File: src/hw/rtl/rgt_pkg.sv
`timescale 1ns / 1ps

package rgt_pkg;

  typedef struct packed {
    logic [11:0] column;
    logic [11:0] row;
  } in_item_t;

  typedef struct packed {
    logic [15:0] taper_value;
    logic        inside_support;
  } out_item_t;

  typedef enum logic [2:0] {
    REG_GRID_WIDTH      = 3'd0,
    REG_GRID_HEIGHT     = 3'd1,
    REG_SIN_ANGLE       = 3'd2,
    REG_COS_ANGLE       = 3'd3,
    REG_INV_SIGMA_MAJOR = 3'd4,
    REG_INV_SIGMA_MINOR = 3'd5
  } reg_index_t;

  typedef struct packed {
    logic load_lookup;
    logic load_product;
  } exp_ctl_t;

  localparam int ENTRY_W = 17;
  localparam logic [63:0] Q30_ONE = 64'd1 << 30;

  function automatic logic [63:0] exp_frac_q30(input logic [63:0] f);
    logic [63:0] sum;
    logic [63:0] term;
    sum  = Q30_ONE;
    term = Q30_ONE;
    for (int i = 1; i <= 24; i++) begin
      term = ((term * f) >> 30) / 64'(i);
      if (i % 2 == 1) sum = sum - term;
      else sum = sum + term;
    end
    return sum;
  endfunction

  function automatic logic [ENTRY_W-1:0] exp_entry(input int k, input int bits);
    logic [63:0] x;
    logic [63:0] n;
    logic [63:0] r;
    logic [63:0] h;
    logic [63:0] e1;
    x  = 64'(k) << (34 - bits);
    n  = x >> 30;
    r  = exp_frac_q30(x & (Q30_ONE - 64'd1));
    h  = exp_frac_q30(Q30_ONE >> 1);
    e1 = (h * h) >> 30;
    for (int j = 0; j < 17; j++) begin
      if (64'(j) < n) r = (r * e1) >> 30;
    end
    return ENTRY_W'((r + 64'd8192) >> 14);
  endfunction

endpackage

File: src/hw/rtl/rgt_exp_interp.sv
`timescale 1ns / 1ps

module rgt_exp_interp #(
  parameter int EXP_TABLE_BITS = 8
) (
  input  logic                 clk,
  input  rgt_pkg::exp_ctl_t    ctl,
  input  logic [43:0]          sq0,
  input  logic [43:0]          sq1,
  output logic [15:0]          value
);
  import rgt_pkg::*;

  localparam int N     = 1 << EXP_TABLE_BITS;
  localparam int FB    = 20 - EXP_TABLE_BITS;
  localparam int TAB_W = (N + 1) * ENTRY_W;
  localparam int PW    = ENTRY_W + FB;

  function automatic logic [TAB_W-1:0] build_tab();
    logic [TAB_W-1:0] t;
    t = '0;
    for (int k = 0; k <= N; k++) begin
      t[k*ENTRY_W +: ENTRY_W] = exp_entry(k, EXP_TABLE_BITS);
    end
    return t;
  endfunction

  localparam logic [TAB_W-1:0] TAB = build_tab();

  logic [44:0]               sum;
  logic [27:0]               x;
  logic [EXP_TABLE_BITS:0]   k;
  logic [EXP_TABLE_BITS:0]   k1;
  logic [ENTRY_W-1:0]        ta;
  logic [ENTRY_W-1:0]        tb;

  logic [ENTRY_W-1:0] la;
  logic [ENTRY_W-1:0] ldiff;
  logic [FB-1:0]      lf;
  logic               lzero;

  logic [ENTRY_W-1:0] pa;
  logic [PW-1:0]      prod;
  logic               pzero;

  logic [PW:0]        corr;
  logic [ENTRY_W-1:0] v;

  always_comb begin
    sum = {1'b0, sq0} + {1'b0, sq1};
    x   = 28'((sum + 45'd65536) >> 17);
    k   = {1'b0, x[19:FB]};
    k1  = k + 1'b1;
    ta  = TAB[k*ENTRY_W +: ENTRY_W];
    tb  = TAB[k1*ENTRY_W +: ENTRY_W];
  end

  always_ff @(posedge clk) begin
    if (ctl.load_lookup) begin
      la    <= ta;
      ldiff <= ta - tb;
      lf    <= x[FB-1:0];
      lzero <= (x[27:20] != 8'd0);
    end
    if (ctl.load_product) begin
      pa    <= la;
      prod  <= PW'(ldiff) * PW'(lf);
      pzero <= lzero;
    end
  end

  always_comb begin
    corr = ({1'b0, prod} + ((PW+1)'(1) << (FB - 1))) >> FB;
    v    = pa - corr[ENTRY_W-1:0];
    if (pzero) value = 16'd0;
    else if (v[ENTRY_W-1]) value = 16'hFFFF;
    else value = v[15:0];
  end

endmodule

File: config.mk
export PLATFORM = sky130hd
export DESIGN_NAME = rgt_exp_interp
export DESIGN_NICKNAME = d
export VERILOG_FILES = /design/src/hw/rtl/rgt_pkg.sv /design/src/hw/rtl/rgt_exp_interp.sv
export SDC_FILE = /design/constraint.sdc
export NUM_CORES = 1
export LEC_CHECK = 0
export BUFFER_PORTS_ARGS = -buffer_cell sky130_fd_sc_hd__buf_2
export CAP_MARGIN = 10
export CORE_UTILIZATION = 45
export CTS_CLUSTER_DIAMETER = 200
export DETAILED_ROUTE_END_ITERATION = 16
export PLACE_DENSITY = 0.72
export SKIP_CTS_REPAIR_TIMING = 1
export SYNTH_ARGS = -nofsm -noshare
export SYNTH_HDL_FRONTEND = slang
export SYNTH_SLANG_ARGS = --single-unit
File: constraint.sdc
create_clock -name clk -period 7.9 [get_ports clk]
set_input_delay 1.58 -clock clk [delete_from_list [all_inputs] [get_ports clk]]
set_output_delay 1.58 -clock clk [all_outputs]
set_load 0.05 [all_outputs]
# Word level (Yosys, flattened, before mapping)
# Index checks and enable logic that the tools add are counted.
# classes
shift	2
n_mux	2
bitwise	0
magnitude_cmp	0
div_mod_pow	0
n_mul	3
addsub	6
reduce_logical	1
eq_ne	0
# op_table
cell	n
$shiftx 4369x14->17 const A	1
$shiftx 4369x15->17 const A	1
$add 44x44->45	1
$add 45x17->45 const B	1
$sub 17x17->17	2
$mux 16	2
$add 29x12->29 const B	1
$mul 17x12->29	1
$mul 9x5->14 const B	1
$mul 8x5->13 const B	1
$add 8x1->9 const B	1
$reduce_bool 8->1	1
# word_totals
latch_bits	0
romBits	0
input_bits	91
memories	0
ramBits	0
out_inout_bits	16
reg_bits	94

# Longest topological paths before layout
# depth
depth_word	6
ltp_mapped	34
mapped_depth_nobuf	31

# Worst setup path after synthesis
# Ideal clock, no wire load.
# synth_timing
kind	input to register
start	input port sq0[24]
end	register ldiff[16], data pin
t_required_ns	7.636
setup_ns	0.264
arrival_ns	7.787
path_buffers	4
slack_ns	-0.150
path_stages	34
path_cell_list	ha_1 -> ha_1 -> clkbuf_1 -> a21oi_1 -> o21ai_0 -> or3_1 -> or3_1 -> nor3_1 -> nor3_2 -> inv_2 -> buf_2 -> buf_2 -> ha_1 -> clkbuf_1 -> clkinv_1 -> nand2_1 -> nand2_1 -> a221oi_1 -> a21oi_1 -> a31oi_1 -> o211ai_1 -> ha_1 -> fa_1 -> nor2b_1 -> o21ai_0 -> a21boi_0 -> o21a_1 -> o21ai_0 -> nand2b_1 -> a41oi_1 -> a211o_1 -> o211ai_1 -> a31oi_1 -> xor2_1
# synth_via
elab_chain_len	6
elab_cells_between_ends	8
# synth_rtl
item	line	source
from (decl)	rgt_exp_interp.sv:8	input logic [43:0] sq0,
$add 44x44->45 (*)	rgt_exp_interp.sv:50	sum = {1'b0, sq0} + {1'b0, sq1};
$add 45x17->45 (*)	rgt_exp_interp.sv:51	x = 28'((sum + 45'd65536) >> 17);
$add 8x1->9	rgt_exp_interp.sv:53	k1 = k + 1'b1;
$mul 9x5->14	rgt_exp_interp.sv:55	tb = TAB[k1*ENTRY_W +: ENTRY_W];
$shiftx 4369x15->17	rgt_exp_interp.sv:55	
$sub 17x17->17 (*)	rgt_exp_interp.sv:61	ldiff <= ta - tb;
to (signal assigned)	rgt_exp_interp.sv:61	
to (decl)	rgt_exp_interp.sv:38	logic [ENTRY_W-1:0] ldiff;
# Every way passes the cells marked *; elsewhere a longest branch is shown, timed or not.
# A chain may end at the register's enable or synchronous reset.

# Worst setup path after layout
# layout_timing
start	input port sq0[11]
end	register ldiff[16], data pin
# The elaborated chain is that of the path after synthesis.

==> results by group <==
Timing
  • Setup Skew: 0.009371 ns
  • PnR worst setup slack: 0.2453 ns
  • Slew Viols, Final: 0
  • Peak Freq: 130.6 MHz
  • Endpoints failing setup: 0
  • Fin. Hold Viols: 0
  • Crit share post-route: 96.89%
  • Minimum clock period: 7.655 ns
  • Worst Max-Slew Pin Slew: 1.161 ns
  • Max transition margin: 22.03%
  • Setup tns final: 0 ns

Routing
  • Number of iterations in the first detailed-routing pass: 6
  • Drc violations: 0
  • Antenna viol nets, final: 0
  • DR vias: 18,200
  • DRT iter0 DRCs: 1,768
  • WL final: 72,400 µm
  • Detailed-route wire length per cell: 24.83 µm
  • Via density per instance: 6.241

Min path
  • Hold crit path type: flop to flop

Placement
  • Post-DP Area: 20,410 µm²
  • HPWL after detailed placement: 57,690 µm
  • Port bufs: 106
  • Dpl ws: -0.5119 ns
  • Final Wtd Congestion: 1.009

Synthesis
  • Syn Area/Cell: 8.213 µm²
  • Synth Register Bits: 83
  • Ys Warns: 0
  • Primary FF master, synth: edfxtp_1
  • Synth Instances: 2,068
  • Cell Area, Synth: 16,980 µm²
  • Post-synth EDFFs: 83
  • Total nets after synthesis: 2,502
  • Post-synthesis sequential area ratio: 14.68%
  • Async set-reset flop share out of synthesis: 0%
  • Netlist cell types: 91

Setup path
  • Worst path max stage delay: 0.43 ns
  • Crit path capture type: flop
  • Critical R2R Capture: prod[28]
  • Req. time, crit path: 7.98 ns
  • Crit path max-delay cell type: fa_1
  • CP endpoint: ldiff[16]
  • R2r setup slk: 1.11 ns
  • CP Class: input port to flop
  • Worst r2r src: lf[3]
  • R2R cell count: 19
  • Largest fanout on the critical path: 12
  • Most frequent CP cell: buf_4
  • CP startpoint kind: input port
  • Critical path arrival: 7.74 ns
  • Crit path launch: sq0[11]

Finish
  • Final Core Density: 56.87%
  • Layout area overhead: 23.47%
  • Fin nets: 2,841
  • Fin area: 20,970 µm²
  • # diodes: 0
  • Fill count: 3,330
  • Share of post-route cells with drive strength above 1: 23.22%

CTS
  • Clock root buffer master: clkbuf_16
  • Inserted Clock Buffers: 9
  • CTS tree: built
  • Worst-case clock buffer depth: 2
  • Clock sink count: 83
  • Clock insertion delay at the later pin of the skew report: 0.35 ns
  • Htree depth: 3
  • Worst-path clk slew: 0.06 ns

Die
  • Initial Util: 46.06%
  • Ports: 107
  • Core area: 36,870 µm²
  • Die span in x: 196.3 µm
  • Die H: 196.3 µm
  • Rows: 70
  • Die Area: 38,520 µm²

GRT
  • GRT Util Overall: 37.77%
  • Vias in the first global route: 18,430
  • Initial antenna violation count: 1
  • Largest net degree at the start of global routing: 48
  • GR Overflow Total: 0
  • First-pass GRT wire length: 109,500 µm

Status
  • Status: finished clean

Flow run
  • Max-cap violations: 0
==> logic make-up after synthesis <==
logic type,Yosys count,synth area share (%)
multiplexers,2,0.1179
XOR/XNOR,84,4.376
AO/OA/AOI/OAI,553,21.98
buffers and inverters,332,8.023
adder cells (fa/ha/maj),343,31.94
flip-flops,83,14.68
AND/OR/NAND/NOR,671,18.89
==> synth_stat cells, types with 7 or more instances <==
cell | number | area, µm²
inv_1 | 185 | 694.4
o21a_1 | 12 | 90.09
ha_1 | 192 | 2402
nor2b_1 | 13 | 81.33
fa_1 | 151 | 3023
or3_1 | 16 | 100.1
buf_2 | 55 | 275.3
o311a_1 | 7 | 70.07
buf_4 | 10 | 75.07
clkbuf_1 | 73 | 274.0
edfxtp_1 | 83 | 2492
o21bai_1 | 7 | 52.55
o211ai_1 | 27 | 202.7
nand2b_1 | 7 | 43.79
o22ai_1 | 16 | 100.1
a21oi_1 | 149 | 745.7
xor2_1 | 32 | 280.3
and2_1 | 63 | 394.1
a221oi_1 | 14 | 122.6
a211o_1 | 12 | 105.1
o221ai_1 | 16 | 140.1
and3_1 | 11 | 68.82
a21o_1 | 23 | 172.7
o2111ai_1 | 11 | 96.34
nor3_1 | 45 | 225.2
o311ai_0 | 12 | 105.1
xnor2_1 | 51 | 446.7
a311oi_1 | 11 | 96.34
a211oi_1 | 31 | 232.7
o31ai_1 | 8 | 60.06
a31oi_1 | 31 | 193.9
nand3_1 | 66 | 330.3
nor4_1 | 10 | 62.56
nand4_1 | 22 | 137.6
o21ai_0 | 99 | 495.5
nand2_1 | 260 | 975.9
nor2_1 | 121 | 454.2
==> stage by stage <==
| stage | hold slack, ns | cells |
|---|---|---|
| after floorplan | 0.4003 | 2068 |
| after global placement | 0.4047 | 2894 |
| after detailed placement | 0.4054 | 2894 |
| after CTS | 0.4215 | 2910 |
| after global routing | 0.4253 | 2916 |
| final | 0.4198 | 2916 |
==> final cells by class <==
| class | instances | area, µm² | area share, % |
|---|---|---|---|
| clock buffer | 9 | 225.2 | 1.074 |
| multi-input combinational | 1653 | 13370 | 63.77 |
| inverter | 189 | 713.2 | 3.401 |
| clock inverter | 7 | 82.58 | 0.3938 |
| timing repair buffer | 471 | 3453 | 16.47 |
| sequential | 83 | 2492 | 11.89 |
| tap | 504 | 630.6 | 3.007 |
==> registers in the layout (all words and copies together), names as in the netlist <==
signal / cells
lf: 12
pa: 17
la: 17
ldiff: 17
pzero: 1
lzero: 1
prod: 18
==> worst max-delay path, delay by kind of cell <==
family | cells | cell delay (ns)
AO/OA/AOI/OAI | 15 | 2.84
buffers and inverters | 7 | 1.22
adder cells (fa/ha/maj) | 3 | 1.05
AND/OR/NAND/NOR | 6 | 0.84
XOR/XNOR | 1 | 0.16
==> worst min-delay path by stage <==
stage               endpoint  slack (ns)  depth (start not counted)    from
floorplan              pa[0]        0.40                          0   la[0]
global placement       pa[5]        0.40                          0   la[5]
detailed placement    pa[15]        0.41                          0  la[15]
CTS                    pa[6]        0.42                          0   la[6]
global route           pa[6]        0.43                          0   la[6]
finish                 pa[6]        0.42                          0   la[6]
==> routing by layer <==
layer,wire length [µm],global-route usage (%),part of all wire (%)
met1,27970,46.89,39
met3,6663,6.137,9.2
met2,33340,62.66,46
met5,0,0,0
met4,4431,20.52,6.1
==> cells in the final DEF (no fill, tap or decap), drive strengths merged, types with 66 or more instances in the layout <==
| master | instances |
|---|---|
| a21oi | 149 |
| fa | 151 |
| edfxtp | 83 |
| nand2 | 261 |
| nand3 | 66 |
| inv | 191 |
| o21ai | 100 |
| buf | 471 |
| ha | 192 |
| nor2 | 123 |
Power is not shown: default switching activity piles up to over one toggle a cycle in this logic, so the estimate is an artifact.
